**config.mk**
```make
export PLATFORM = sky130hd
export DESIGN_NAME = kps_hist_mem
export DESIGN_NICKNAME = d
export VERILOG_FILES = /design/src/rtl/kps_pkg.sv /design/src/rtl/kps_hist_mem.sv
export SDC_FILE = /design/constraint.sdc
export NUM_CORES = 2
export LEC_CHECK = 0
export BUFFER_PORTS_ARGS = -buffer_cell sky130_fd_sc_hd__buf_2
export CORE_ASPECT_RATIO = 1.75
export CORE_UTILIZATION = 33
export DETAILED_ROUTE_END_ITERATION = 6
export PLACE_DENSITY = 0.44
export SETUP_SLACK_MARGIN = 0.3
export SYNTH_ARGS = -nofsm -noshare
export SYNTH_HDL_FRONTEND = slang
export SYNTH_SLANG_ARGS = --single-unit
```
**constraint.sdc**
```tcl
create_clock -name clk_i -period 28.3 [get_ports clk_i]
set_clock_uncertainty 0.2 [all_clocks]
set_input_delay 4.245 -clock clk_i [delete_from_list [all_inputs] [get_ports clk_i]]
set_output_delay 4.245 -clock clk_i [all_outputs]
set_load 0.02 [all_outputs]
```
**src/rtl/kps_pkg.sv**
```systemverilog
// ---------------------------------------------------------------------------
// Keyword posterior smoother package
// Shared widths, register indexes and the frame result type.
// ---------------------------------------------------------------------------
`default_nettype none

package kps_pkg;

  localparam int SCORE_W    = 8;
  localparam int TIME_W     = 32;
  localparam int SUM_W      = 14;
  localparam int LEN_W      = 7;
  localparam int THR_W      = 8;
  localparam int CNT_W      = 4;
  localparam int TOP_W      = 3;
  localparam int CFG_IDX_W  = 2;
  localparam int CFG_DATA_W = 32;
  localparam int LIMIT_W    = LEN_W + THR_W;

  localparam logic [SUM_W-1:0]  SUM_MAX       = '1;
  localparam logic [LEN_W-1:0]  LEN_RESET     = 7'd16;
  localparam logic [THR_W-1:0]  THR_RESET     = 8'd200;
  localparam logic [TIME_W-1:0] SUPP_RESET    = 32'd1000;
  localparam logic [CNT_W-1:0]  CNT_RESET     = 4'd4;

  typedef enum logic [CFG_IDX_W-1:0] {
    CFG_HIST_LEN  = 2'd0,
    CFG_THRESHOLD = 2'd1,
    CFG_SUPPRESS  = 2'd2,
    CFG_CAT_COUNT = 2'd3
  } cfg_idx_e;

  // Summary of one finished frame, handed from the accumulator to the detector.
  typedef struct packed {
    logic [SUM_W-1:0]  peak_sum;
    logic [TIME_W-1:0] time_ms;
  } frame_t;

endpackage

`default_nettype wire

```
**src/rtl/kps_hist_mem.sv**
```systemverilog
// ---------------------------------------------------------------------------
// Score history memory
// Read-first single-port RAM with a clearing pass after reset.
// ---------------------------------------------------------------------------
`default_nettype none

module kps_hist_mem #(
  parameter int DEPTH = 512,
  parameter int AW    = 9
) (
  input  wire logic                        clk_i,
  input  wire logic                        rst_ni,
  input  wire logic                        acc_i,
  input  wire logic [AW-1:0]               addr_i,
  input  wire logic [kps_pkg::SCORE_W-1:0] wdata_i,
  output logic      [kps_pkg::SCORE_W-1:0] rdata_o,
  output logic                             busy_o
);

  logic [kps_pkg::SCORE_W-1:0] mem [DEPTH];
  logic [kps_pkg::SCORE_W-1:0] rdata_q;
  logic [AW-1:0]               clr_addr_q, clr_addr_d;
  logic                        busy_q, busy_d;

  always_comb begin
    clr_addr_d = clr_addr_q;
    busy_d     = busy_q;
    if (busy_q) begin
      if (32'(clr_addr_q) == 32'(DEPTH - 1)) begin
        busy_d = 1'b0;
      end else begin
        clr_addr_d = clr_addr_q + AW'(1);
      end
    end
  end

  always_ff @(posedge clk_i or negedge rst_ni) begin
    if (!rst_ni) begin
      clr_addr_q <= '0;
      busy_q     <= 1'b1;
    end else begin
      clr_addr_q <= clr_addr_d;
      busy_q     <= busy_d;
    end
  end

  // The old score is read in the same cycle the new one replaces it.
  always_ff @(posedge clk_i) begin
    if (busy_q) begin
      mem[clr_addr_q] <= '0;
    end else if (acc_i) begin
      rdata_q      <= mem[addr_i];
      mem[addr_i]  <= wdata_i;
    end
  end

  assign rdata_o = rdata_q;
  assign busy_o  = busy_q;

endmodule

`default_nettype wire

```
# Word-level counts from Yosys, hierarchy flattened
# Memories as Yosys holds them, arrays and structs flattened. A register that Yosys moved wholly into a read port is not among the register bits.
# Index checks and enable logic that the tools add are counted.
[word_totals] regBits=10 mem_bits_rw=4096 output_inout_bits=9 memories=1
[memory_table] name="mem" words=512 word_bits=8 rd=1 rd_ports_with_merged_regs=1 wr=1 line="kps_hist_mem.sv:20" text="logic [kps_pkg::SCORE_W-1:0] mem [DEPTH];"
[op_classes] add_sub_neg=1 n_eq_ne=1 mux=10 bitwise_logic=2 n_reduce_logical=3
[op_table] cell="9-bit by 1-bit adder with 9-bit output, second input constant" count=1
[op_table] cell="9-bit equality test, second input constant" count=1
[op_table] cell="9-bit 2-to-1 mux" count=1
[op_table] cell="1-bit 2-to-1 mux" count=8
[op_table] cell="8-bit 2-to-1 mux" count=1
[op_table] cell="8-bit OR reduction" count=1
[op_table] cell="2-bit AND reduction" count=2
[op_table] cell="1-bit NOT" count=2

# Logic depth before layout (Yosys ltp)
[depth] ltp_word=5 mapped_depth=13 depth_no_buf=8

# Worst setup path before layout
# OpenSTA, ideal clock, no wires.
[synth_path] kind="input -> register" startpoint="input acc_i" endpoint="memory mem[0][0] in the netlist's numbering, data pin" arrival_ps=11397 path_slack_ps=15170 path_stages=4 n_path_buf=1 path_cell_list="nand2b_1 inv_2 clkbuf_1 and2_1"
[synth_via] elab_chain_cells=5
[synth_lines] item="start, declared" line="kps_hist_mem.sv:13" text="input wire logic acc_i,"
[synth_lines] item="1-bit 2-to-1 mux" line="kps_hist_mem.sv:51" text="end else if (acc_i) begin"
[synth_lines] item="1-bit 2-to-1 mux" line="kps_hist_mem.sv:49" text="if (busy_q) begin"
[synth_lines] item="1-bit 2-to-1 mux (implied by the code)" line="kps_hist_mem.sv:53" text="mem[addr_i] <= wdata_i;"
[synth_lines] item="8-bit OR reduction (no line)"
[synth_lines] item="8-bit 2-to-1 mux (no line)"
[synth_lines] item="end, declared" line="kps_hist_mem.sv:20"
# Every way passes these cells.

==> results.md <==
- Status: complete, but fails checks
- Failing checks: max-capacitance violations, max-slew violations
- Register share of total power: 52.8%
- Port Buffers: 28
- Setup ws final: 17.69 ns
- Worst hold path type: reg -> reg
- Buf/Inv on CP: 6
- Die height: 927 um
- Post-Syn Area: 161,000 um^2
- Power Dens Cells: 70.3 nW/um^2
- CTS H-tree depth: 5
- #FFs+latches synth: 4,114
- Initial core utilization: 33.1%
- Worst Tran Pin Value: 1.60 ns
- Syn Nets: 8,114
- Chip width: 531 um
- Worst-path clk slew: 0.07 ns
- Die ar.: 492,000 um^2
- Wirelength per Cell: 33.3 um
- Ys Warns: 0
- Skew-Pair Late Insertion Delay: 0.95 ns
- Final slew viol count: 7
- I/O Pins: 29
- Drc violations: 0
- Top cell type's share of synthesized area: 76.4%
- # clock sinks: 4,114
- Max VDD drop: 0.0542 mV
- Cells after synthesis: 8,092
- Post-synth EDFFs: 4,104
- Data required time of the worst path: 28.92 ns
- Cell taking the most area after synthesis: edfxtp_1
- DRT Pass-1 Iters: 6
- NetSw: 2770 uW
- Clock power share: 42.4%
- Initial antenna violation count: 29
- Setup Fix Bufs, Post-CTS: 0
- Total CTS buffers: 383
- Hold WS: 0.300 ns
- Nets: 8,197
- Drt via density: 5.31
- Cts hold-fix bufs: 0
- Post-CTS sizing: 0
- Static Leak: 0.0593 uW
- Placer Congestion: 0.841
- Switching part of the total: 21.8%
- P&R area growth vs syn: 12.2%
- CP dominant cell by count: buf_4
- Slew headroom: -7.26%
- Setup WS pre-CTS: 16.48 ns
- FILL cells: 44,852
- Primary FF master, synth: edfxtp_1
- Setup tns final: 0 ns
- Core Box Area: 487,000 um^2
- Final hold vios: 0
- DP HPWL: 315,000 um
- Bufs on Longest Clock Path: 4
- Slowest CP cell: buf_4
- Row count: 339
- Crit path cell chain: buf_12 -> buf_12 -> buf_4 -> buf_4 -> buf_4 -> buf_4 -> mux2i_1 -> o221ai_1 -> a21oi_1 -> nor4_1 -> nand4_1 -> nand4_1 -> and4b_1
- First-pass GRT wire length: 691,000 um
- Combinational power share: 4.9%
- Largest delay share family, worst path: buffers and inverters
- Slowest stage delay, CP: 0.90 ns
- Period Utilization, post-route: 37.5%
- Post-synthesis cell type count: 59
- Clk root buf: clkbuf_16
- Vias in the first global route: 84,636
- Syn Area/Cell: 19.9 um^2
- Post-DRT Antenna Nets: 0
- Internal power: 9950 uW
- Fmax: 94.2 MHz
- Setup violators final: 0
- Synth top area cells: edfxtp_1 (76%), mux4_2 (9.2%), mux2i_1 (5.2%)
- Sequential fraction of the synthesis area: 76.6%
- Share of cells above drive strength 1: 17.8%
- CP endpoint kind: flop
- Crit-path max FO: 77
- Max Cap Viol: 1
- Grt total ovfl: 0
- Largest net degree at the start of global routing: 207
- 1st-iter DRT viols: 6,418
- Ys async rst share: 0.243%
- CTS tree: yes
- CP Class: in -> reg
- DR vias: 79,567
- CP Data Arrival Time: 11.24 ns
- Unrepaired setup endpoints after global routing: no
- Startpoint Class: input pin
- Final min period: 10.61 ns
- Total track usage: 20.1%
- Drt total wl: 499,000 um
[routing by layer]
metal	up-vias	share of wire, %	global-route usage (%)
li1	33766	-	-
met1	43119	36	22.3
met2	2032	56	38.4
met3	646	3.6	2.04
met4	4	4.7	8.59
met5	-	0.0054	0
[stage by stage]
stage | instance area [um^2] | power (uW) | instances | util [%]
finish | 181000 | 12700 | 14972 | 37.2
global route | 181000 | 13000 | 14967 | 37.2
CTS | 181000 | 12800 | 14958 | 37.2
detailed placement | 168000 | 7480 | 14269 | 34.5
global placement | 168000 | 7470 | 14269 | 34.5
floorplan | 161000 | 7250 | 8092 | -
[cell families (layout without fill, tap and decap cells)]
| group | count (synthesis) | in the layout | share of synthesized area (%) |
|---|---|---|---|
| compound gates | 914 | 914 | 4.01 |
| xor+xnor | 7 | 7 | 0.0380 |
| fa+ha+maj | 2 | 2 | 0.0155 |
| buf+inv | 529 | 916 | 2.06 |
| flops | 4114 | 4114 | 76.6 |
| mux | 1509 | 1509 | 14.5 |
| other cells | 0 | 14 | 0 |
| simple gates | 1017 | 1017 | 2.79 |
[worst paths after layout]
path,start,end,slack [ns],cells after the start
hold reg to reg,clr_addr_q[7]$_DFFE_PN0P_,clr_addr_q[7]$_DFFE_PN0P_,0.30,1
min in group asynchronous,rst_ni,clr_addr_q[1]$_DFFE_PN0P_,2.96,1
max in group asynchronous,rst_ni,busy_o$_DFF_PN1_,24.68,1
hold / removal,clr_addr_q[7]$_DFFE_PN0P_,clr_addr_q[7]$_DFFE_PN0P_,0.30,1
setup / recovery,addr_i[0],rdata_o[7]$_DFFE_PN_,17.69,13
setup reg to reg,busy_o$_DFF_PN1_,mem[394][2]$_DFFE_PP_,22.78,6
[area by class of cell]
| class | instances | area (um^2) | area share, % |
|---|---|---|---|
| Multi-Input combinational cell | 3449 | 34800 | 19.2 |
| Antenna cell | 14 | 35.0 | 0.0194 |
| Clock inverter | 232 | 2660 | 1.47 |
| Sequential cell | 4114 | 123000 | 68.2 |
| Clock buffer | 457 | 10100 | 5.56 |
| Timing Repair Buffer | 224 | 1830 | 1.01 |
| Inverter | 3 | 18.8 | 0.0104 |
| Tap cell | 6479 | 8110 | 4.48 |
[power by group through the flow]
stage | clock [uW] | sequential, uW | combinational, uW
2_1_floorplan | 0 | 6890 | 366
3_3_place_gp | 0 | 6840 | 633
3_5_place_dp | 0 | 6840 | 640
4_1_cts | 5490 | 6710 | 641
5_1_grt | 5680 | 6700 | 652
6_report | 5390 | 6710 | 622
[state kept, by name, summed over array words and instances (netlist names)]
signal and flops:
mem 4096, clr_addr_q 9, rdata_o 8, busy_o 1
[cells in the final DEF, fill, tap and decap left out, types with 8 or more instances in the layout]
cell type and n:
and2_4 8, a211oi_1 11, diode_2 14, mux2i_1 837, edfxtp_1 4104, nand2_4 16, nor2_1 582, nor4_1 30
nor3_1 91, bufinv_16 58, buf_4 182, dfrtp_1 9, o21ai_0 122, clkinv_1 81, inv_6 11, clkbuf_16 392
mux2_2 9, a22oi_1 60, buf_12 15, o22ai_1 158, a21oi_1 166, mux4_2 659, nand2_1 99, a2111oi_0 16
nand3_1 49, o31ai_1 16, o221ai_1 331, o221ai_2 9, nand3b_1 8, clkinv_2 57, nor3_2 10, buf_2 24
clkinvlp_4 19, nand4_1 65, clkbuf_1 65
[synth_stat cells, types with 5 or more instances]
cell type	number
buf_4	66
nand3b_1	8
o21ai_0	123
and2_1	11
buf_8	13
nor2b_1	6
nand2b_1	10
edfxtp_1	4104
clkbuf_1	248
buf_1	21
buf_2	93
nor4_1	30
a211o_1	7
dfrtp_1	9
o221ai_2	9
nand4_1	65
nand3_1	49
nor3b_1	5
o221ai_1	331
and4b_1	7
nor2_1	583
and3_1	5
nor4b_1	7
a211oi_1	12
a21oi_1	166
mux2_2	9
o31ai_1	18
mux4_2	659
o22ai_1	158
mux2i_1	837
buf_6	63
buf_12	22
nor3_1	101
a22oi_1	60
nand2_1	117
a2111oi_0	17
No activity file was read; power rests on OpenSTA's default activity.
