$ cat config.mk
export PLATFORM = sky130hd
export DESIGN_NAME = kps_detect_flat
export DESIGN_NICKNAME = d
export VERILOG_FILES = /design/src/rtl/kps_pkg.sv /design/src/rtl/kps_out_if.sv /design/src/rtl/kps_detect.sv /design/src/flat_wrapper.sv
export SDC_FILE = /design/constraint.sdc
export NUM_CORES = 1
export LEC_CHECK = 0
export ABC_AREA = 1
export BUFFER_PORTS_ARGS = -buffer_cell sky130_fd_sc_hd__buf_2
export CORE_MARGIN = 5
export CORE_UTILIZATION = 55
export CTS_CLUSTER_DIAMETER = 60
export DETAILED_ROUTE_END_ITERATION = 10
export GPL_ROUTABILITY_DRIVEN = 0
export PLACE_DENSITY = 0.72
export SLEW_MARGIN = 30
export SYNTH_ARGS = -nofsm -noshare
export SYNTH_HDL_FRONTEND = slang
export SYNTH_SLANG_ARGS = --single-unit
$ cat constraint.sdc
create_clock -name clk_i -period 6.3 [get_ports clk_i]
set_input_delay 1.26 -clock clk_i [delete_from_list [all_inputs] [get_ports clk_i]]
set_output_delay 1.26 -clock clk_i [all_outputs]
set_load 0.05 [all_outputs]
$ cat src/rtl/kps_pkg.sv
// ---------------------------------------------------------------------------
// Keyword posterior smoother package
// Shared widths, register indexes and the frame result type.
// ---------------------------------------------------------------------------
`default_nettype none

package kps_pkg;

  localparam int SCORE_W    = 8;
  localparam int TIME_W     = 32;
  localparam int SUM_W      = 14;
  localparam int LEN_W      = 7;
  localparam int THR_W      = 8;
  localparam int CNT_W      = 4;
  localparam int TOP_W      = 3;
  localparam int CFG_IDX_W  = 2;
  localparam int CFG_DATA_W = 32;
  localparam int LIMIT_W    = LEN_W + THR_W;

  localparam logic [SUM_W-1:0]  SUM_MAX       = '1;
  localparam logic [LEN_W-1:0]  LEN_RESET     = 7'd16;
  localparam logic [THR_W-1:0]  THR_RESET     = 8'd200;
  localparam logic [TIME_W-1:0] SUPP_RESET    = 32'd1000;
  localparam logic [CNT_W-1:0]  CNT_RESET     = 4'd4;

  typedef enum logic [CFG_IDX_W-1:0] {
    CFG_HIST_LEN  = 2'd0,
    CFG_THRESHOLD = 2'd1,
    CFG_SUPPRESS  = 2'd2,
    CFG_CAT_COUNT = 2'd3
  } cfg_idx_e;

  // Summary of one finished frame, handed from the accumulator to the detector.
  typedef struct packed {
    logic [SUM_W-1:0]  peak_sum;
    logic [TIME_W-1:0] time_ms;
  } frame_t;

endpackage

`default_nettype wire

$ cat src/rtl/kps_out_if.sv
// ---------------------------------------------------------------------------
// Result channel
// Valid/ready channel carrying one detection result per frame.
// ---------------------------------------------------------------------------
`default_nettype none

interface kps_out_if;
  logic                         valid;
  logic                         ready;
  logic                         detected;
  logic [kps_pkg::TOP_W-1:0]    top_category;
  logic [kps_pkg::SUM_W-1:0]    peak_sum;

  modport source (output valid, output detected, output top_category, output peak_sum,
                  input ready);
  modport sink   (input valid, input detected, input top_category, input peak_sum,
                  output ready);
endinterface

`default_nettype wire

$ cat src/rtl/kps_detect.sv
// ---------------------------------------------------------------------------
// Detection stage
// Applies the sum threshold and per-category suppression to each frame and
// holds the result in the output register.
// ---------------------------------------------------------------------------
`default_nettype none

module kps_detect #(
  parameter int MAX_CATEGORIES = 8,
  parameter int CW             = 3
) (
  input  wire logic                         clk_i,
  input  wire logic                         rst_ni,
  input  wire logic                         fr_valid_i,
  output logic                              fr_ready_o,
  input  wire logic [CW-1:0]                fr_cat_i,
  input  wire kps_pkg::frame_t              fr_i,
  input  wire logic [kps_pkg::LEN_W-1:0]    len_i,
  input  wire logic [kps_pkg::THR_W-1:0]    thr_i,
  input  wire logic [kps_pkg::TIME_W-1:0]   supp_i,
  kps_out_if.source                         out_ch
);

  localparam int LIMIT_W = kps_pkg::LIMIT_W;

  logic                       s2_v_q, s2_v_d;
  logic [CW-1:0]              s2_cat_q;
  kps_pkg::frame_t            s2_q;

  logic [kps_pkg::TIME_W-1:0] ldt_q [MAX_CATEGORIES];
  logic [CW-1:0]              held_q;

  logic                       out_v_q, out_v_d;
  logic                       out_det_q;
  logic [kps_pkg::TOP_W-1:0]  out_top_q;
  logic [kps_pkg::SUM_W-1:0]  out_sum_q;

  logic                       s2_move, det;
  logic [LIMIT_W-1:0]         limit;
  logic [kps_pkg::TIME_W-1:0] gap;
  logic [CW-1:0]              top_next;

  assign s2_move    = s2_v_q && (!out_v_q || out_ch.ready);
  assign fr_ready_o = !s2_v_q || s2_move;

  always_comb begin
    limit    = LIMIT_W'(thr_i) * LIMIT_W'(len_i);
    gap      = s2_q.time_ms - ldt_q[s2_cat_q];
    det      = (LIMIT_W'(s2_q.peak_sum) >= limit) && (gap >= supp_i);
    top_next = det ? s2_cat_q : held_q;
  end

  always_comb begin
    s2_v_d  = s2_v_q;
    out_v_d = out_v_q;
    if (out_v_q && out_ch.ready) begin
      out_v_d = 1'b0;
    end
    if (s2_move) begin
      s2_v_d  = 1'b0;
      out_v_d = 1'b1;
    end
    if (fr_valid_i && fr_ready_o) begin
      s2_v_d = 1'b1;
    end
  end

  always_ff @(posedge clk_i or negedge rst_ni) begin
    if (!rst_ni) begin
      s2_v_q  <= 1'b0;
      out_v_q <= 1'b0;
      held_q  <= '0;
      for (int i = 0; i < MAX_CATEGORIES; i++) begin
        ldt_q[i] <= '0;
      end
    end else begin
      s2_v_q  <= s2_v_d;
      out_v_q <= out_v_d;
      if (s2_move && det) begin
        ldt_q[s2_cat_q] <= s2_q.time_ms;
        held_q          <= s2_cat_q;
      end
    end
  end

  always_ff @(posedge clk_i) begin
    if (fr_valid_i && fr_ready_o) begin
      s2_q     <= fr_i;
      s2_cat_q <= fr_cat_i;
    end
    if (s2_move) begin
      out_det_q <= det;
      out_top_q <= kps_pkg::TOP_W'(top_next);
      out_sum_q <= s2_q.peak_sum;
    end
  end

  assign out_ch.valid        = out_v_q;
  assign out_ch.detected     = out_det_q;
  assign out_ch.top_category = out_top_q;
  assign out_ch.peak_sum     = out_sum_q;

  a_time_stored: assert property (@(posedge clk_i) disable iff (!rst_ni)
    (s2_move && det) |=> (ldt_q[$past(s2_cat_q)] == $past(s2_q.time_ms)))
    else $error("detection time not stored for its category");

  a_held_follows_detection: assert property (@(posedge clk_i) disable iff (!rst_ni)
    (s2_move && det) |=> (held_q == $past(s2_cat_q)))
    else $error("held category does not follow the detection");

endmodule

`default_nettype wire

$ cat src/flat_wrapper.sv
// flat-port wrapper written by rule: the top's interface ports become plain ports
module kps_detect_flat 
#(
  parameter int MAX_CATEGORIES = 8,
  parameter int CW             = 3
)
  (clk_i, rst_ni, fr_valid_i, fr_ready_o, fr_cat_i, fr_i, len_i, thr_i, supp_i, out_ch_valid, out_ch_detected, out_ch_top_category, out_ch_peak_sum, out_ch_ready);
  kps_out_if out_ch_i ();
  input  wire logic clk_i;
  input  wire logic rst_ni;
  input  wire logic fr_valid_i;
  output logic fr_ready_o;
  input  wire logic [CW-1:0] fr_cat_i;
  input  wire kps_pkg::frame_t fr_i;
  input  wire logic [kps_pkg::LEN_W-1:0] len_i;
  input  wire logic [kps_pkg::THR_W-1:0] thr_i;
  input  wire logic [kps_pkg::TIME_W-1:0] supp_i;
  output wire logic [$bits(out_ch_i.valid)-1:0] out_ch_valid;
  output wire logic [$bits(out_ch_i.detected)-1:0] out_ch_detected;
  output wire logic [$bits(out_ch_i.top_category)-1:0] out_ch_top_category;
  output wire logic [$bits(out_ch_i.peak_sum)-1:0] out_ch_peak_sum;
  input wire logic [$bits(out_ch_i.ready)-1:0] out_ch_ready;
  assign out_ch_valid = out_ch_i.valid;
  assign out_ch_detected = out_ch_i.detected;
  assign out_ch_top_category = out_ch_i.top_category;
  assign out_ch_peak_sum = out_ch_i.peak_sum;
  assign out_ch_i.ready = out_ch_ready;
  kps_detect #(.MAX_CATEGORIES(MAX_CATEGORIES), .CW(CW)) u_core (.clk_i(clk_i), .rst_ni(rst_ni), .fr_valid_i(fr_valid_i), .fr_ready_o(fr_ready_o), .fr_cat_i(fr_cat_i), .fr_i(fr_i), .len_i(len_i), .thr_i(thr_i), .supp_i(supp_i), .out_ch(out_ch_i));
endmodule
# Word-level counts from Yosys, hierarchy flattened

Cells that the tools add are included.

Bits in registers: 328
Latch bits: 0
Bits in writable memories: 0
ROM bits: 0
Input port bits: 100
Output and inout bits: 20
Logic and storage cells: 47
Memories: 0

$add $sub $neg: 1
$mul: 1
Divide/modulo/power cells: 0
Order comparisons: 4
Equality and inequality tests: 0
Shift operators: 0
Multiplexer cells: 11
Bitwise gates (word level): 1
Reduce and logical (&&, ||, !) cells: 12

Operator list:

| kind                                                                         | count |
|---|---|
| 256-bit bitwise mux                                                          | 1 |
| 32-bit binary-select mux with 3-bit select                                   | 1 |
| 32-bit demux with 3-bit select                                               | 1 |
| 32-bit two-way mux                                                           | 3 |
| 32-bit >= comparator                                                         | 1 |
| 32-bit subtractor                                                            | 1 |
| 14-bit by 15-bit >= comparator with 1-bit output                             | 1 |
| 8-bit by 7-bit multiplier with 15-bit output                                 | 1 |
| 1-bit logical AND                                                            | 6 |
| 4-bit >= comparator, second input constant                                   | 1 |
| 4-bit by 1-bit less-than comparator with 1-bit output, second input constant | 1 |
| 1-bit two-way mux                                                            | 4 |
| 3-bit inverter with 4-bit output                                             | 1 |
| 2-bit nonzero test                                                           | 2 |
| 3-bit two-way mux                                                            | 1 |
| 1-bit logical NOT                                                            | 2 |
| 1-bit logical OR                                                             | 2 |

# Depth between registers and ports, before layout

Depth after elaboration: 8
Gate-level depth with buffers: 35
Gate-level depth less buffers: 32

# Worst setup path after synthesis

OpenSTA, ideal clock, no wires.

Path type: in2reg
Start point: input port len_i[6] (netlist name)
End point: register u_core.ldt_q[138] (netlist name)
Library setup time: 0.066 ns
Arrival time: 6.297 ns
Data required time: 6.234 ns
Setup slack: -0.063 ns
Stages: 28
Path buffers: 3
Path through: clkbuf_1 -> nand2_1 -> fa_1 -> fa_1 -> inv_1 -> fa_1 -> inv_1 -> fa_1 -> inv_1 -> ha_1 -> inv_1 -> nor3_1 -> a21o_1 -> a31oi_1 -> xor2_1 -> ha_1 -> nand3_1 -> nor3_1 -> nand2_1 -> nand2_1 -> nor2_1 -> nor2_4 -> nand3_4 -> buf_6 -> nor2_4 -> buf_4 -> nand2_1 -> nand2_1

Longest elaborated chain between the ends: 4

Ends and longest elaborated chain:

| item                                             | line               | text |
|---|---|---|
| from (decl)                                      | flat_wrapper.sv:15 | `input wire logic [kps_pkg::LEN_W-1:0] len_i;` |
| 8-bit by 7-bit multiplier with 15-bit output     | kps_detect.sv:47   | `limit = LIMIT_W'(thr_i) * LIMIT_W'(len_i);` |
| 14-bit by 15-bit >= comparator with 1-bit output | kps_detect.sv:49   | `det = (LIMIT_W'(s2_q.peak_sum) >= limit) && (gap >= supp_i);` |
| 1-bit logical AND                                | kps_detect.sv:49   |  |
| 1-bit logical AND                                | kps_detect.sv:79   | `if (s2_move && det) begin` |
| to (signal, indexed assignment)                  | kps_detect.sv:80   | `ldt_q[s2_cat_q] <= s2_q.time_ms;` |
| to (decl)                                        | kps_detect.sv:30   | `logic [kps_pkg::TIME_W-1:0] ldt_q [MAX_CATEGORIES];` |

Every way passes these cells.
A chain may end at the register's enable or synchronous reset.

# Worst setup path after layout

Start point: input port len_i[3] (netlist name)
End point: register u_core.ldt_q[184] (netlist name)

The elaborated chain is that of the path after synthesis.

==> key figures <==
Outcome
  – Status: completed

Die
  – DIE HEIGHT: ~190 µm
  – Initial Utilization: 55.4%
  – Boundary Pins: between 100 and 150
  – Die X: roughly 190 µm
  – Rows: 67
  – Placeable core area: 0.0333 mm²
  – DIE AREA: 0.0373 mm²

Min path
  – Hold Crit Depth: 0
  – Hold Crit Class: reg2reg

Worst setup path
  – Crit path max-delay family: adder cells
  – Crit. End Element: flop
  – Slack of the worst reg-to-reg path: around 0.21 ns
  – Worst setup SP type: input port
  – CP Launch Point: len_i[3]
  – CP max FO: 15
  – Critical path type: in2reg
  – Worst Path Arrival: between 6 and 7 ns
  – Critical path depth in cells: 29
  – Critical-path top delay cell: fa_1
  – Crit path to: u_core.ldt_q[184]$_DFFE_PN0P_
  – Worst endpoint required time: around 6.7 ns
  – Cell repeated most along the worst path: inv_1
  – Largest stage delay, worst path: 0.53 ns
  – Reg-to-Reg Start: u_core.s2_cat_q[2]$_DFFE_PP_
  – Buffer and inverter count on the worst path: 9
  – FF-to-FF End: u_core.ldt_q[184]$_DFFE_PN0P_
  – Worst Reg-to-Reg Cells: 31

Synthesis
  – Net Count, Synth: 2491
  – Mapped Cells: ~2300
  – Synth Cell Area: around 0.018 mm²
  – Register area share after synthesis: between 40% and 50%
  – Netlist cell types: 35
  – Synth warn: 0
  – Yosys reg bits: roughly 330
  – Synth Area per Inst: around 8.2 µm²

GRT
  – Global-route wire length before repair: around 85000 µm
  – GRT overflow: 0
  – Tot GR Track Use: between 20% and 30%
  – Vias in the first global route: 15805
  – Initial antenna violation count: 0
  – Largest net degree at the start of global routing: 180

Layout
  – Final instance area: ~0.021 mm²
  – Ratio of cells with drive above 1 in the final layout: between 10% and 20%
  – Antenna diodes: 0
  – Layout area overhead: 16.5%
  – Final #Nets: roughly 2600
  – Finished Layout Cells: approximately 2900

Timing
  – Final hold slack: roughly 0.46 ns
  – Clock Skews: between 0.03 and 0.04 ns
  – Time the worst path needs with I/O delays and setup: 6.12 ns
  – Slew margin rel.: between 30% and 40%
  – Final hold viol count: 0
  – Tightest Pin Transition: ~0.97 ns
  – PnR worst setup slack: around 0.18 ns
  – Setup violations, final: 0
  – Fmax: 163 MHz
  – Crit share post-route: a little over nine tenths
  – Max-slew violations: 0

Pwr
  – Seq pwr share: between 30% and 40%
  – Comb pwr share: 37.3%
  – P_int: roughly 5.4 mW
  – Power density over cell area: approximately 410 mW/mm²
  – Peak supply drop: 0.219 mV
  – P_sw: 3.29 mW
  – Tot Pwr: between 8 and 9 mW
  – Pleak: 11.5 nW
  – Power share of the clock group: between 20% and 30%
  – Sw Share: 37.7%

Detailed routing
  – DR DRC count: 0
  – Antenna Violating Nets Remaining: 0
  – Final WL: 54500 µm
  – Via Count: approximately 16000
  – Post-DR wirelength/cell: ~19 µm
  – Initial DRC count: roughly 1500
  – First-pass detailed-route iteration total: 7
  – Via density: ~5.7

Clocking
  – CTS Buf Count: 38
  – Clock buffer depth: 3
  – Clk slew on worst S/H paths: roughly 0.060 ns
  – # H-tree levels: 2
  – Clk_lat worst skew: roughly 0.57 ns
  – CTS tree: yes
  – Clock sinks: between 300 and 400
  – Root Buffer: clkbuf_16

Place
  – DP HPWL: 36900 µm
  – Placed insts: ~2800
  – Dpl cell area: around 0.02 mm²
  – # port buffers: 119
  – Pre-CTS WS: -0.378 ns

Job
  – Maxcap violations: 0
## worst min path at each step
stage / slack, ns / from / to
final: 0.46 / u_core.s2_q[32]$_DFFE_PP_ / u_core.out_ch.peak_sum[0]$_DFFE_PP_
after global routing: 0.47 / u_core.s2_q[32]$_DFFE_PP_ / u_core.out_ch.peak_sum[0]$_DFFE_PP_
after detailed placement: 0.44 / u_core.s2_q[32]$_DFFE_PP_ / u_core.out_ch.peak_sum[0]$_DFFE_PP_
after global placement: 0.44 / u_core.s2_q[32]$_DFFE_PP_ / u_core.out_ch.peak_sum[0]$_DFFE_PP_
after CTS: 0.45 / u_core.s2_q[32]$_DFFE_PP_ / u_core.out_ch.peak_sum[0]$_DFFE_PP_
after floorplan: 0.43 / u_core.s2_q[32]$_DFFE_PP_ / u_core.out_ch.peak_sum[0]$_DFFE_PP_
## power groups by stage
stage,combinational (mW),clock [mW],sequential [mW]
floorplan,2.19,0,3.18
global placement,3.00,0,3.22
detailed placement,3.12,0,3.24
CTS,3.15,2.28,3.21
global route,3.68,2.37,3.29
finish,3.26,2.24,3.23
## flip-flops by register name, indices dropped and copies added (netlist names)
name	count
u_core.out_ch.peak_sum	14
u_core.out_ch.top_category	3
u_core.held_q	3
u_core.s2_cat_q	3
u_core.ldt_q	256
u_core.out_ch.detected	1
u_core.out_ch.valid	1
u_core.s2_v_q	1
u_core.s2_q	46
## cell families (layout without fill, tap and decap cells)
family | Yosys count | in the layout | synth area share [%]
AND/OR/NAND/NOR | 1204 | 1204 | 25.9
flip-flops | 328 | 328 | 46.3
buffers and inverters | 316 | 489 | 7.27
AO/OA/AOI/OAI | 226 | 226 | 8.07
adder cells (fa/ha/maj) | 140 | 140 | 10.7
XOR/XNOR | 37 | 37 | 1.76
## what timing repair did
| item | in CTS | in global routing |
|---|---|---|
| resized for setup | 0 | 21 |
| setup buffers | 0 | 10 |
| hold buffers | 0 | 0 |
| setup endpoints to repair | 0 | 263 |
## layer usage
| layer | share of wire (%) | routed length [µm] | track usage (%) |
|---|---|---|---|
| met1 | 42 | 22900 | 41.3 |
| met2 | 45 | 24400 | 45.1 |
| met3 | 9.7 | 5290 | 5.60 |
| met4 | 3.4 | 1870 | 10.9 |
| met5 | 0 | 0 | 0 |
## cell usage in the layout (no fill, tap or decap), types with 8 or more instances in the layout
master        n
inv_1       197
a21o_1       12
dfrtp_1     261
edfxtp_1     67
buf_2       118
a22oi_1      35
o21ai_0      35
clkbuf_1     10
a21oi_1      70
nand2_1    1044
buf_12       23
clkbuf_16    39
nor2_4        8
xnor2_1       9
a22o_1       26
nor2_1       55
ha_1        108
fa_1         30
nand3_1      30
a221oi_1     28
nand4_1      51
xor2_1       28
buf_4        67
## through the flow
stage | setup TNS [ns] | util [%]
floorplan | 0 | -
global placement | -52.43 | 60.0
detailed placement | -80.43 | 60.0
CTS | 0 | 63.9
global route | -3.61 | 64.5
finish | 0 | 64.5
## synth_stat cells
master	count	area, µm²
a21boi_0	2	15.0
a21o_1	12	90.1
a21oi_1	72	360
a221oi_1	29	254
a22o_1	26	228
a22oi_1	35	263
a31oi_1	5	31.3
and3_1	1	6.26
buf_2	28	140
buf_4	30	225
buf_6	1	11.3
clkbuf_1	52	195
clkinv_1	2	7.51
dfrtp_1	261	6530
edfxtp_1	67	2010
fa_1	30	601
ha_1	110	1380
inv_1	201	754
inv_2	2	7.51
nand2_1	1044	3920
nand3_1	30	150
nand3_4	1	17.5
nand3b_1	2	15.0
nand4_1	51	319
nor2_1	59	221
nor2_4	4	45.0
nor2_8	1	20.0
nor3_1	9	45.0
nor4_1	2	12.5
o211ai_1	2	15.0
o21a_1	5	37.5
o21ai_0	36	180
o21bai_1	2	15.0
xnor2_1	9	78.8
xor2_1	28	245
## layout make-up
cell class,count,area (µm²)
Clock inverter,15,194
Inverter,205,781
Sequential cell,328,8540
Tap cell,448,561
Timing Repair Buffer,215,1650
Multi-Input combinational cell,1607,8670
Clock buffer,54,1080
Fill cell,2761,11800
(Power assumes the default switching activity.)
