### src/rtl/kps_pkg.sv
// ---------------------------------------------------------------------------
// Keyword posterior smoother package
// Shared widths, register indexes and the frame result type.
// ---------------------------------------------------------------------------
`default_nettype none

package kps_pkg;

  localparam int SCORE_W    = 8;
  localparam int TIME_W     = 32;
  localparam int SUM_W      = 14;
  localparam int LEN_W      = 7;
  localparam int THR_W      = 8;
  localparam int CNT_W      = 4;
  localparam int TOP_W      = 3;
  localparam int CFG_IDX_W  = 2;
  localparam int CFG_DATA_W = 32;
  localparam int LIMIT_W    = LEN_W + THR_W;

  localparam logic [SUM_W-1:0]  SUM_MAX       = '1;
  localparam logic [LEN_W-1:0]  LEN_RESET     = 7'd16;
  localparam logic [THR_W-1:0]  THR_RESET     = 8'd200;
  localparam logic [TIME_W-1:0] SUPP_RESET    = 32'd1000;
  localparam logic [CNT_W-1:0]  CNT_RESET     = 4'd4;

  typedef enum logic [CFG_IDX_W-1:0] {
    CFG_HIST_LEN  = 2'd0,
    CFG_THRESHOLD = 2'd1,
    CFG_SUPPRESS  = 2'd2,
    CFG_CAT_COUNT = 2'd3
  } cfg_idx_e;

  // Summary of one finished frame, handed from the accumulator to the detector.
  typedef struct packed {
    logic [SUM_W-1:0]  peak_sum;
    logic [TIME_W-1:0] time_ms;
  } frame_t;

endpackage

`default_nettype wire

### src/rtl/kps_in_if.sv
// ---------------------------------------------------------------------------
// Score channel
// Valid/ready channel carrying one category score and the frame time.
// ---------------------------------------------------------------------------
`default_nettype none

interface kps_in_if;
  logic                         valid;
  logic                         ready;
  logic [kps_pkg::SCORE_W-1:0]  score;
  logic [kps_pkg::TIME_W-1:0]   time_ms;

  modport source (output valid, output score, output time_ms, input ready);
  modport sink   (input valid, input score, input time_ms, output ready);
endinterface

`default_nettype wire

### src/rtl/kps_accum.sv
// ---------------------------------------------------------------------------
// Moving sum accumulator
// Tracks category and window position, updates per-category sums and the
// running frame maximum, and hands each finished frame to the detector.
// ---------------------------------------------------------------------------
`default_nettype none

module kps_accum #(
  parameter int MAX_CATEGORIES = 8,
  parameter int MAX_HISTORY    = 64,
  parameter int CW             = 3,
  parameter int HW             = 6,
  parameter int AW             = 9
) (
  input  wire logic                        clk_i,
  input  wire logic                        rst_ni,
  kps_in_if.sink                           in_ch,
  input  wire logic [kps_pkg::LEN_W-1:0]   len_i,
  input  wire logic [kps_pkg::CNT_W-1:0]   cnt_i,
  input  wire logic                        busy_i,
  input  wire logic [kps_pkg::SCORE_W-1:0] old_i,
  output logic                             acc_o,
  output logic      [AW-1:0]               addr_o,
  output logic                             fr_valid_o,
  input  wire logic                        fr_ready_i,
  output logic      [CW-1:0]               fr_cat_o,
  output kps_pkg::frame_t                  fr_o
);

  localparam int SUM_W = kps_pkg::SUM_W;

  // Position state, updated at each accepted score.
  logic [CW-1:0] cat_pos_q, cat_pos_d;
  logic [HW-1:0] wp_q, wp_d;

  // Stage 1: the accepted score waits here for its old history value.
  logic                        s1_v_q, s1_v_d;
  logic                        s1_last_q;
  logic [CW-1:0]               s1_cat_q;
  logic [kps_pkg::SCORE_W-1:0] s1_score_q;
  logic [kps_pkg::TIME_W-1:0]  s1_time_q;

  logic [SUM_W-1:0] sums_q [MAX_CATEGORIES];
  logic [SUM_W-1:0] fb_q;
  logic [CW-1:0]    fbc_q;

  logic          last;
  logic [CW-1:0] cat;
  logic [HW-1:0] wp_eff, wp_next;
  logic [31:0]   wp_inc;
  logic          s1_fire, acc;

  logic [SUM_W-1:0] cur_sum, rem_sum, new_sum, best_now;
  logic [SUM_W:0]   add_sum;
  logic [CW-1:0]    cat_now;
  logic             take;

  always_comb begin
    last    = 32'(cat_pos_q) >= (32'(cnt_i) - 32'd1);
    cat     = last ? CW'(cnt_i - 4'd1) : cat_pos_q;
    wp_eff  = (32'(wp_q) >= 32'(len_i)) ? '0 : wp_q;
    wp_inc  = 32'(wp_eff) + 32'd1;
    wp_next = (wp_inc >= 32'(len_i)) ? '0 : HW'(wp_inc);
  end

  assign s1_fire     = s1_v_q && (!s1_last_q || fr_ready_i);
  assign in_ch.ready = !busy_i && (!s1_v_q || s1_fire);
  assign acc         = in_ch.valid && in_ch.ready;
  assign acc_o       = acc;
  assign addr_o      = AW'(32'(cat) * 32'(MAX_HISTORY) + 32'(wp_eff));

  always_comb begin
    cat_pos_d = cat_pos_q;
    wp_d      = wp_q;
    s1_v_d    = s1_v_q;
    if (s1_fire) begin
      s1_v_d = 1'b0;
    end
    if (acc) begin
      s1_v_d    = 1'b1;
      cat_pos_d = last ? '0 : cat + CW'(1);
      wp_d      = last ? wp_next : wp_eff;
    end
  end

  always_ff @(posedge clk_i or negedge rst_ni) begin
    if (!rst_ni) begin
      cat_pos_q <= '0;
      wp_q      <= '0;
      s1_v_q    <= 1'b0;
    end else begin
      cat_pos_q <= cat_pos_d;
      wp_q      <= wp_d;
      s1_v_q    <= s1_v_d;
    end
  end

  always_ff @(posedge clk_i) begin
    if (acc) begin
      s1_last_q  <= last;
      s1_cat_q   <= cat;
      s1_score_q <= in_ch.score;
      s1_time_q  <= in_ch.time_ms;
    end
  end

  // Sums can drift from the stored scores after a change of window length,
  // so both the removal and the addition saturate.
  always_comb begin
    cur_sum  = sums_q[s1_cat_q];
    rem_sum  = (cur_sum >= SUM_W'(old_i)) ? cur_sum - SUM_W'(old_i) : '0;
    add_sum  = {1'b0, rem_sum} + (SUM_W + 1)'(s1_score_q);
    new_sum  = (add_sum > {1'b0, kps_pkg::SUM_MAX}) ? kps_pkg::SUM_MAX : add_sum[SUM_W-1:0];
    take     = (s1_cat_q == '0) || (new_sum > fb_q);
    best_now = take ? new_sum : fb_q;
    cat_now  = take ? s1_cat_q : fbc_q;
  end

  always_ff @(posedge clk_i or negedge rst_ni) begin
    if (!rst_ni) begin
      for (int i = 0; i < MAX_CATEGORIES; i++) begin
        sums_q[i] <= '0;
      end
      fb_q  <= '0;
      fbc_q <= '0;
    end else if (s1_fire) begin
      sums_q[s1_cat_q] <= new_sum;
      if (s1_last_q) begin
        fb_q  <= '0;
        fbc_q <= '0;
      end else begin
        fb_q  <= best_now;
        fbc_q <= cat_now;
      end
    end
  end

  assign fr_valid_o      = s1_v_q && s1_last_q;
  assign fr_cat_o        = cat_now;
  assign fr_o.peak_sum   = best_now;
  assign fr_o.time_ms    = s1_time_q;

  a_no_accept_while_clearing: assert property (@(posedge clk_i) disable iff (!rst_ni)
    busy_i |-> !in_ch.ready)
    else $error("score transfer accepted during history clearing");

  a_frame_end_held: assert property (@(posedge clk_i) disable iff (!rst_ni)
    (s1_v_q && s1_last_q && !fr_ready_i) |=> (s1_v_q && s1_last_q))
    else $error("stalled frame end was dropped");

endmodule

`default_nettype wire

### src/flat_wrapper.sv
// flat-port wrapper written by rule: the top's interface ports become plain ports
module kps_accum_flat 
#(
  parameter int MAX_CATEGORIES = 8,
  parameter int MAX_HISTORY    = 64,
  parameter int CW             = 3,
  parameter int HW             = 6,
  parameter int AW             = 9
)
  (clk_i, rst_ni, len_i, cnt_i, busy_i, old_i, acc_o, addr_o, fr_valid_o, fr_ready_i, fr_cat_o, fr_o, in_ch_valid, in_ch_score, in_ch_time_ms, in_ch_ready);
  kps_in_if in_ch_i ();
  input  wire logic clk_i;
  input  wire logic rst_ni;
  input  wire logic [kps_pkg::LEN_W-1:0] len_i;
  input  wire logic [kps_pkg::CNT_W-1:0] cnt_i;
  input  wire logic busy_i;
  input  wire logic [kps_pkg::SCORE_W-1:0] old_i;
  output logic acc_o;
  output logic      [AW-1:0] addr_o;
  output logic fr_valid_o;
  input  wire logic fr_ready_i;
  output logic      [CW-1:0] fr_cat_o;
  output kps_pkg::frame_t fr_o;
  input wire logic [$bits(in_ch_i.valid)-1:0] in_ch_valid;
  input wire logic [$bits(in_ch_i.score)-1:0] in_ch_score;
  input wire logic [$bits(in_ch_i.time_ms)-1:0] in_ch_time_ms;
  output wire logic [$bits(in_ch_i.ready)-1:0] in_ch_ready;
  assign in_ch_i.valid = in_ch_valid;
  assign in_ch_i.score = in_ch_score;
  assign in_ch_i.time_ms = in_ch_time_ms;
  assign in_ch_ready = in_ch_i.ready;
  kps_accum #(.MAX_CATEGORIES(MAX_CATEGORIES), .MAX_HISTORY(MAX_HISTORY), .CW(CW), .HW(HW), .AW(AW)) u_core (.clk_i(clk_i), .rst_ni(rst_ni), .in_ch(in_ch_i), .len_i(len_i), .cnt_i(cnt_i), .busy_i(busy_i), .old_i(old_i), .acc_o(acc_o), .addr_o(addr_o), .fr_valid_o(fr_valid_o), .fr_ready_i(fr_ready_i), .fr_cat_o(fr_cat_o), .fr_o(fr_o));
endmodule
### config.mk
export PLATFORM = sky130hd
export DESIGN_NAME = kps_accum_flat
export DESIGN_NICKNAME = d
export VERILOG_FILES = /design/src/rtl/kps_pkg.sv /design/src/rtl/kps_in_if.sv /design/src/rtl/kps_accum.sv /design/src/flat_wrapper.sv
export SDC_FILE = /design/constraint.sdc
export NUM_CORES = 1
export LEC_CHECK = 0
export BUFFER_PORTS_ARGS = -buffer_cell sky130_fd_sc_hd__clkbuf_2
export CAP_MARGIN = 20
export CORE_UTILIZATION = 55
export CTS_BUF_LIST = sky130_fd_sc_hd__clkbuf_4 sky130_fd_sc_hd__clkbuf_8 sky130_fd_sc_hd__clkbuf_16
export DETAILED_ROUTE_END_ITERATION = 10
export PLACE_DENSITY = 0.77
export SYNTH_ARGS = -nofsm -noshare
export SYNTH_HDL_FRONTEND = slang
export SYNTH_SLANG_ARGS = --single-unit
### constraint.sdc
create_clock -name clk_i -period 12.8 [get_ports clk_i]
set_input_delay 1.92 -clock clk_i [delete_from_list [all_inputs] [get_ports clk_i]]
set_output_delay 1.92 -clock clk_i [all_outputs]
set_load 0.01 [all_outputs]
* Word level (Yosys, flattened, before mapping)
Index checks and enable logic that the tools add are counted.
Word-level totals: register bits 183, output and inout port bits 61, input port bits 64
Cells by class: muxes and demuxes 19, $lt $le $gt $ge 8, bitwise logic cells 1, reductions and logical operators 13, add/subtract/negate cells 7
Operator list (count):
- $bwmux W112 | 1
- $mux W14 | 7
- $bmux W14 S3 | 1
- $demux W14 S3 | 1
- $ge A3 B32 Y1 | 1
- $ge A32 B7 Y1 | 1
- $mux W6 | 3
- $add A14 B8 Y15 | 1
- $gt A15 B14 Y1 const B | 1
- $ge A14 B8 Y1 | 1
- $gt A14 B14 Y1 | 1
- $sub A14 B8 Y14 | 1
- $mux W3 | 4
- $add A9 B6 Y9 | 1
- $add A6 B1 Y7 const B | 1
- $ge A6 B7 Y1 | 1
- $logic_and A1 B1 Y1 | 5
- $sub A4 B1 Y5 const B | 1
- $ge A4 B4 Y1 const B | 1
- $lt A4 B1 Y1 const B | 1
- $not A3 Y4 | 1
- $add A3 B1 Y3 const B | 1
- $logic_not A1 Y1 | 3
- $logic_not A3 Y1 | 1
- 4 further kinds | 7

* Longest topological paths before layout
Gate-level depths: netlist of the first run.
depth after elaboration 13, gate-level depth with buffers 40, mapped depth without buffers 34

* Worst setup path after synthesis of the first run
Ideal clock, no wire load.
path type in2out, start point input old_i[0] (netlist bit), end point output fr_cat_o[1], stages on the path 32, path slack 2.902 ns, arrival time 7.978 ns, cell sequence ha_1 inv_1 fa_1 a211oi_1 o211ai_1 nand2_1 nand2_1 nor3_1 buf_2 nor2_1 ha_1 fa_1 a21oi_1 nor2_1 o21ai_0 a21oi_1 nand3_1 o22ai_1 nand4b_2 buf_6 and2_1 buf_2 inv_1 ha_1 a21o_1 a21o_1 a21o_1 a211oi_1 o21bai_1 a221oi_1 a2bb2oi_1 mux2_2
On the way: cells in the longest elaborated chain, start to end 8
Ends and longest elaborated chain:
- start, declared | line flat_wrapper.sv:17 | input wire logic [kps_pkg::SCORE_W-1:0] old_i;
- $sub A14 B8 Y14 or $ge A14 B8 Y1 (tied branches) | line kps_accum.sv:111 | rem_sum = (cur_sum >= SUM_W'(old_i)) ? cur_sum - SUM_W'(old_i) : '0;
- $mux W14 * | line kps_accum.sv:111
- $add A14 B8 Y15 * | line kps_accum.sv:112 | add_sum = {1'b0, rem_sum} + (SUM_W + 1)'(s1_score_q);
- $gt A15 B14 Y1 | line kps_accum.sv:113 | new_sum = (add_sum > {1'b0, kps_pkg::SUM_MAX}) ? kps_pkg::SUM_MAX : add_sum[SUM_W-1:0];
- $mux W14 * | line kps_accum.sv:113
- net u_core.new_sum[7] | line kps_accum.sv:53 | logic [SUM_W-1:0] cur_sum, rem_sum, new_sum, best_now;
- $gt A14 B14 Y1 * | line kps_accum.sv:114 | take = (s1_cat_q == '0) || (new_sum > fb_q);
- $logic_or A1 B1 Y1 * | line kps_accum.sv:114
- $mux W3 * | line kps_accum.sv:116 | cat_now = take ? s1_cat_q : fbc_q;
- end, declared | line flat_wrapper.sv:22 | output logic [CW-1:0] fr_cat_o;
Mark *: on every way through the listed nets, which the timed path passes. The rest lies on a longest branch.

==> results of run 1 <==
-- path summary, 6_finish.rpt --
| path | startpoint | to | slack [ns] | cells after the start |
|---|---|---|---|---|
| min in group asynchronous | rst_ni | u_core.sums_q[39] | 1.56 | 1 |
| hold / removal | u_core.sums_q[16] | u_core.sums_q[16] | 0.48 | 2 |
| setup / recovery | u_core.s1_cat_q[2] | fr_o[39] | 1.03 | 35 |
| setup reg to reg | u_core.s1_cat_q[2] | u_core.fb_q[11] | 2.69 | 35 |
| hold reg to reg | u_core.sums_q[16] | u_core.sums_q[16] | 0.48 | 2 |
| max in group asynchronous | rst_ni | u_core.fb_q[0] | 10.09 | 2 |
-- critical path: cells and delay by family, from the launching register on --
family	cells	cell delay, ns
AO/OA/AOI/OAI	16	3.98
adder cells (fa/ha/maj)	4	1.26
buffers and inverters	6	1.16
flip-flops	1	1.05
AND/OR/NAND/NOR	9	1.93
-- area by class of cell --
class | count | share of cell area [%]
Tap cell | 225 | 2.54
Sequential cell | 183 | 43.4
Clock buffer | 19 | 4.04
Inverter | 51 | 1.73
Clock inverter | 12 | 0.961
Timing Repair Buffer | 143 | 7.06
Multi-Input combinational cell | 614 | 40.3
-- stage by stage --
step           cells  setup WS, ns  util (%)  hold WS, ns
3_3_place_gp    1214          1.98      60.6        0.457
3_5_place_dp    1214          1.73      60.6        0.465
2_1_floorplan    899          2.90         -        0.443
6_report        1247          1.03      64.0        0.477
4_1_cts         1245          1.24      63.8        0.480
5_1_grt         1247         0.318      64.0        0.503
-- cells by family after synthesis --
kind of cell | count (synthesis)
buffers and inverters | 102
adder cells (fa/ha/maj) | 51
AND/OR/NAND/NOR | 239
AO/OA/AOI/OAI | 229
XOR/XNOR | 20
flip-flops | 183
multiplexers | 75
-- synthesized netlist by cell type (10+ instances only) --
cell type	instances	area share, %
clkbuf_1	26	1.0
dfrtp_1	139	36
nor2_1	87	3.4
a21o_1	15	1.2
a31oi_1	10	0.64
mux2_2	41	4.8
a21oi_1	63	3.2
mux2i_1	12	1.2
xnor2_1	14	1.3
nor2b_1	11	0.71
nand3_1	11	0.57
o21ai_0	71	3.7
inv_1	50	1.9
mux4_2	16	3.7
nand2_1	79	3.1
edfxtp_1	44	14
buf_2	12	0.62
ha_1	49	6.3
-- layer usage --
metal | vias up | global-route usage, % | part of all wire (%)
met2 | 253 | 41.6 | 46
met4 | 0 | 7.62 | 1.3
li1 | 3445 | - | -
met5 | - | 0 | 0
met1 | 3569 | 38.0 | 46
met3 | 25 | 6.12 | 6.3
-- state kept, by name (all words and copies together) (netlist names) --
name,cells
u_core.sums_q,112
u_core.s1_time_q,32
u_core.fb_q,14
u_core.s1_score_q,8
u_core.wp_q,6
u_core.cat_pos_q,3
u_core.fbc_q,3
u_core.s1_cat_q,3
u_core.s1_last_q,1
u_core.s1_v_q,1
==> qor.csv, run 1 <==
metric,value,unit
status,completed,
place_area,10500,µm²
final_area,11100,µm²
grt_pass1_wl,37500,µm
synth_warnings,0,
grt_max_degree,96,
drc,0,
slowest_stage,edfxtp_1,
port_buffers,124,
fin_setup_tns,0,ns
period_needed,11.77,ns
dr.pass1.iters,7,
ys.flop_type,dfrtp_1,
worstSetupEndpointType,output pin,
clock.fmax,84.9,MHz
drt_wl_total,22600,µm
syn_to_final_growth,13.9,%
synth_top_family_by_area,compound AO/OA/AOI/OAI gates,
synth_mux_area_share,11.1,%
critPathRequiredTime,10.88,ns
ant_nets,0,
grtUsageTotal,26.8,%
gp_congestion,0.827,
gr-total-overflow,0,
synth_cells,899,
worst_pin_slew,1.07,ns
die_w,135,µm
synth_compound_area_share,14.6,%
worstHoldPathType,flop to flop,
cts-htree-levels,4,
final_nets,1125,
synth_area,9710,µm²
arrival,9.85,ns
first_global_vias,7296,
multi_input_area,4460,µm²
via_per_inst,5.85,
critPathMaxFanout,24,
yosysSeqAreaShare,49.4,%
wire_per_inst,18.2,µm
synth-seq-cells,183,
final_common_cell,dfrtp_1,
criticalPathCategory,flop to output pin,
final_cell_mix,"dfrtp_1 (139), clkbuf_2 (123), nor2_1 (87), nand2_1 (79), o21ai_0 (71)",
rsz0062_at_grt,no,
hold_viol_final,0,
clk_pin_slew,0.07,ns
async_flop_share,76.0,%
synth_edf_count,44,
ctsResizeCount,0,
syn_nets,1014,
syn_avg_cell_area,10.8,µm²
dieArea,18200,µm²
cts_sinks,183,
ioPinCount,125,
rows,48,
num_vias,7292,
yosys.area_share.simple,11.6,%
clk_path_buf_depth,2,
fin_crit_sh,92.0,%
maxSlewHeadroom,28.6,%
antenna_found_initial,0,
drive_gt1_share,24.5,%
start_util,56.2,%
n_fill_cell,1340,
post_cts_buffers,0,
die_y,135,µm
regArea,4800,µm²
synthAdderAreaFrac,6.72,%
crit_path_max_incr_delay,1.05,ns
drv_slew,0,
coreArea,17300,µm²
diodes,0,
yosys.area_share.xor_xnor,1.80,%
cts_hold_buf,0,
worst_skew_pair.late_latency,0.44,ns
drv_cap,0,
root_buffer,clkbuf_16,
setup_viol,0,
drt_iter0_markers,548,
synth_cell_types,72,
cts_inserted_buffers,17,
cts_tree,built,
dp_hpwl,15800,µm
start_kind,flop,
clock_skew,0.0146,ns
Power of run 1 is left out: the tool's default activity adds up to more than one toggle a clock period on the data nets, which glitch-free logic cannot reach.
==> inputs of run 2 (changes only) <==
--- a/config.mk
+++ b/config.mk
@@ -7,6 +7,7 @@
 export LEC_CHECK = 0
 export BUFFER_PORTS_ARGS = -buffer_cell sky130_fd_sc_hd__clkbuf_2
 export CAP_MARGIN = 20
+export CORE_ASPECT_RATIO = 1.4
 export CORE_UTILIZATION = 55
 export CTS_BUF_LIST = sky130_fd_sc_hd__clkbuf_4 sky130_fd_sc_hd__clkbuf_8 sky130_fd_sc_hd__clkbuf_16
 export DETAILED_ROUTE_END_ITERATION = 10
==> run 2 against run 1 <==
- design area up 0.98%
- sequential share of layout area is 0.42 points lower
- final cell count increased by 1.0%
- register-to-register slack better by 0.71 ns
==> qor.csv, run 2 (same netlist as run 1, synthesis figures left out) <==
metric,value,unit
status,completed,
period_needed,11.38,ns
critPathRequiredTime,10.88,ns
cts_hold_buf,0,
ant_nets,0,
largest_register_ffs,112,
final_common_cell,dfrtp_1,
r2r_start,u_core.s1_cat_q[1],
worstHoldEndpoint,u_core.sums_q[6],
clk_pin_slew,0.08,ns
worst_skew_pair.late_latency,0.44,ns
arrival,9.46,ns
start_util,56.0,%
via_per_inst,5.80,
die_y,159,µm
setup_viol,0,
drv_slew,0,
regMostFlops,u_core.sums_q,
rsz0062_at_grt,no,
grt_pass1_wl,36800,µm
clock_skew,0.0103,ns
drt_wl_total,22700,µm
worstHoldPathType,flop to flop,
cts_sinks,183,
coreArea,17300,µm²
post_cts_buffers,0,
die_w,114,µm
gr-total-overflow,0,
cts_tree,built,
rows,57,
gp_congestion,0.807,
rr_endpoint,u_core.fb_q[10],
hp-start,u_core.sums_q[6],
start_kind,flop,
crit_path_max_incr_delay,0.58,ns
dr.pass1.iters,5,
first_global_vias,7430,
diodes,0,
grtUsageTotal,26.5,%
root_buffer,clkbuf_16,
drc,0,
dieArea,18200,µm²
slowest_stage,nand4b_2,
ioPinCount,125,
r2r.worst_path.cells,37,
worstSetupEndpointType,output pin,
worst_pin_slew,1.07,ns
drt_iter0_markers,548,
cts-htree-levels,4,
syn_to_final_growth,15.0,%
fin_setup_tns,0,ns
final_nets,1126,
wire_per_inst,18.0,µm
drive_gt1_share,24.6,%
clk_path_buf_depth,2,
dp_hpwl,15600,µm
r2r_slack,3.40,ns
largest_registers,"u_core.sums_q: 112 flops, u_core.s1_time_q: 32 flops, u_core.fb_q: 14 flops",
cts_inserted_buffers,17,
hold_depth,2,
antenna_found_initial,0,
ctsResizeCount,0,
drv_cap,0,
num_vias,7302,
hold_viol_final,0,
criticalPathCategory,flop to output pin,
port_buffers,124,
final_cell_mix,"dfrtp_1 (139), clkbuf_2 (123), nor2_1 (87), nand2_1 (79), o21ai_0 (71)",
grt_max_degree,76,
critPathMaxFanout,29,
clock.fmax,87.8,MHz
maxSlewHeadroom,28.4,%
fin_crit_sh,88.9,%
==> run 2: cell count changes in the layout (fill, tap and decap cells not counted), sizes merged <==
cell / previous run / this run
buf: 20 / 21
inv: 60 / 63
clkbuf: 142 / 140
clkinvlp: 1 / 0
clkinv: 2 / 3
==> run 2: worst max-delay path by stage <==
stage | to | depth (start not counted) | from
after floorplan | fr_cat_o[1] | 32 | old_i[0]
after global placement | fr_cat_o[2] | 33 | old_i[0]
after detailed placement | fr_cat_o[2] | 33 | old_i[0]
after CTS | fr_cat_o[2] | 36 | u_core.s1_cat_q[1]
after global routing | fr_o[42] | 36 | u_core.s1_cat_q[1]
final | fr_cat_o[2] | 36 | u_core.s1_cat_q[1]
==> run 2: layout make-up <==
type                    count  area, µm²
repair buffers            144        790
inverters                  51        191
clock buffers              17        425
flip-flops and latches    183       4800
clock inverters            15        214
fillers                  1367       6160
well taps                 236        295
multi-input cells         614       4460
==> run 2: worst max-delay path: cells and delay by family (launching register included) <==
family	cells	cell delay, ns
adders and majority gates	4	1.22
muxes	1	0.35
buffers and inverters	6	1.06
DFF	1	0.37
AOI/OAI and AO/OA	15	3.77
and+or+nand+nor	10	2.21
==> run 2: per-stage QoR <==
stage | std cells | setup slack (ns) | hold WS [ns] | cell area (µm²) | utilization, %
detailed placement | 1224 | 1.83 | 0.466 | 10500 | 60.5
global route | 1260 | 0.728 | 0.497 | 11200 | 64.5
CTS | 1256 | 1.51 | 0.483 | 11100 | 64.2
floorplan | 899 | 2.90 | 0.443 | 9710 | -
global placement | 1224 | 2.04 | 0.456 | 10500 | 60.5
finish | 1260 | 1.42 | 0.479 | 11200 | 64.5
==> run 2: layer usage <==
layer  GRT usage [%]  vias to the layer above  part of all wire (%)
li1                -                     3442                     -
met1            32.5                     3555                    41
met2            45.2                      259                    51
met3            5.52                       46                   6.0
met4            10.6                        0                   2.6
met5               0                        -                     0
Power of run 2 is left out for the same reason.
==> inputs of run 3 (changes only) <==
--- a/config.mk
+++ b/config.mk
@@ -12,6 +12,7 @@
 export CTS_BUF_LIST = sky130_fd_sc_hd__clkbuf_4 sky130_fd_sc_hd__clkbuf_8 sky130_fd_sc_hd__clkbuf_16
 export DETAILED_ROUTE_END_ITERATION = 10
 export PLACE_DENSITY = 0.77
+export SLEW_MARGIN = 20
 export SYNTH_ARGS = -nofsm -noshare
 export SYNTH_HDL_FRONTEND = slang
 export SYNTH_SLANG_ARGS = --single-unit
==> constraint.sdc (replaced) <==
create_clock -name clk_i -period 11.7 [get_ports clk_i]
set_input_delay 1.755 -clock clk_i [delete_from_list [all_inputs] [get_ports clk_i]]
set_output_delay 1.755 -clock clk_i [all_outputs]
set_load 0.01 [all_outputs]
==> run 3 against run 2 <==
- non-clock buffer count grew 3
- routed wire length up 2.5%
- critical path depth increased by 2
- final cell count is 0.24% higher
- sequential cell count stayed put
- via count up 1.1%
- register-to-register slack got worse by 0.94 ns
- core utilization hardly changed
- first-iteration DRC count up 1.8%
- clock skew up 0.0015 ns
- design area about the same
- die area is the same
- critical endpoint is now fr_o[45]
==> qor.csv, run 3 (same netlist as run 1, synthesis figures left out) <==
metric,value,unit
arrival,9.15,ns
cts_tree,built,
drc,0,
use_met1,33.1,%
n_fill_cell,1383,
start_kind,flop,
cts_inserted_buffers,17,
startpoint,u_core.s1_cat_q[1],
root_buffer,clkbuf_16,
clk_path_buf_depth,2,
top_usage_layer,met2,
start_util,56.0,%
clock.fmax,91.7,MHz
antenna_found_initial,0,
ant_nets,0,
hold_viol_final,0,
largest_registers,"u_core.sums_q: 112 flops, u_core.s1_time_q: 32 flops, u_core.fb_q: 14 flops",
final_cell_mix,"dfrtp_1 (139), clkbuf_2 (123), nor2_1 (87), nand2_1 (79), o21ai_0 (71)",
drt_iter0_markers,558,
criticalPathCategory,flop to output pin,
die_y,159,µm
grtUsageTotal,26.9,%
multi_input_area,4470,µm²
dp_hpwl,16200,µm
dr.pass1.iters,7,
grt_max_degree,76,
num_vias,7381,
period_needed,10.91,ns
rows,57,
wire_per_inst,18.4,µm
r2r_start,u_core.s1_cat_q[1],
setup_viol,0,
critical_path.top_delay_family,compound AO/OA/AOI/OAI gates,
final_nets,1129,
final_common_cell,dfrtp_1,
dieArea,18200,µm²
slowest_stage,a221oi_1,
diodes,0,
clk_pin_slew,0.08,ns
maxSlewHeadroom,26.0,%
syn_to_final_growth,15.1,%
hp-start,u_core.sums_q[15],
critPathRequiredTime,9.95,ns
cts_hold_buf,0,
port_buffers,124,
worstSetupEndpointType,output pin,
regMostFlops,u_core.sums_q,
coreArea,17300,µm²
drt_wl_total,23200,µm
grt_pass1_wl,37500,µm
ioPinCount,125,
fin_crit_sh,93.2,%
die_w,114,µm
via_per_inst,5.84,
worst_pin_slew,1.10,ns
drive_gt1_share,25.0,%
gp_congestion,0.939,
gr-usage-met2,45.8,%
place_ws,1.15,ns
regArea,4800,µm²
gr-total-overflow,0,
layout_setup_ws,0.793,ns
drv_cap,0,
cts_sinks,183,
crit_path_max_incr_delay,0.51,ns
grtUsageMet3,5.29,%
critPathMaxFanout,28,
worstHoldPathType,flop to flop,
first_global_vias,7501,
crit_buf_inv,6,
fin_setup_tns,0,ns
largest_register_ffs,112,
worst_skew_pair.late_latency,0.44,ns
rsz0062_at_grt,no,
cts-htree-levels,4,
clock_skew,0.0118,ns
drv_slew,0,
status,completed,
==> run 3: cell type report <==
class / count / share of cell area [%]
clock buffer: 17 / 3.81
clock inverter: 15 / 1.78
multi-input combinational: 614 / 40.0
timing repair buffer: 147 / 7.15
tap: 236 / 2.64
inverter: 51 / 1.71
sequential: 183 / 42.9
==> run 3: worst min-delay path: stages (launching register included) <==
cell	delay [ns]
dfrtp_1	0.35
nand2_1	0.04
o21ai_0	0.06
==> run 3: timing repair <==
| item | in CTS | in global routing |
|---|---|---|
| endpoints found under the setup margin | 0 | 3 |
| buffers inserted | 0 | 5 |
| gates resized for setup | 0 | 0 |
==> run 3: metrics by stage <==
stage          std cells  cell area [µm²]  util [%]  hold WS, ns
2_1_floorplan        899             9710         -        0.443
3_3_place_gp        1226            10500      60.6        0.457
3_5_place_dp        1226            10500      60.6        0.467
4_1_cts             1258            11100      64.2        0.483
5_1_grt             1263            11200      64.5        0.499
6_report            1263            11200      64.5        0.483
==> run 3: worst paths after layout <==
path | slack (ns) | to | cells past startpoint
max | 0.79 | fr_o[45] | 38
min | 0.48 | u_core.sums_q[15] | 2
max reg2reg | 2.46 | u_core.fb_q[10] | 36
min reg2reg | 0.48 | u_core.sums_q[15] | 2
max in group asynchronous | 9.00 | u_core.sums_q[70] | 2
min in group asynchronous | 1.30 | u_core.sums_q[68] | 1
==> run 3: per-layer routing <==
layer | wire, µm | vias up
li1 | - | 3446
met1 | 9410 | 3610
met2 | 11900 | 271
met3 | 1220 | 54
met4 | 692 | 0
met5 | 0 | -
Power of run 3 is left out for the same reason.
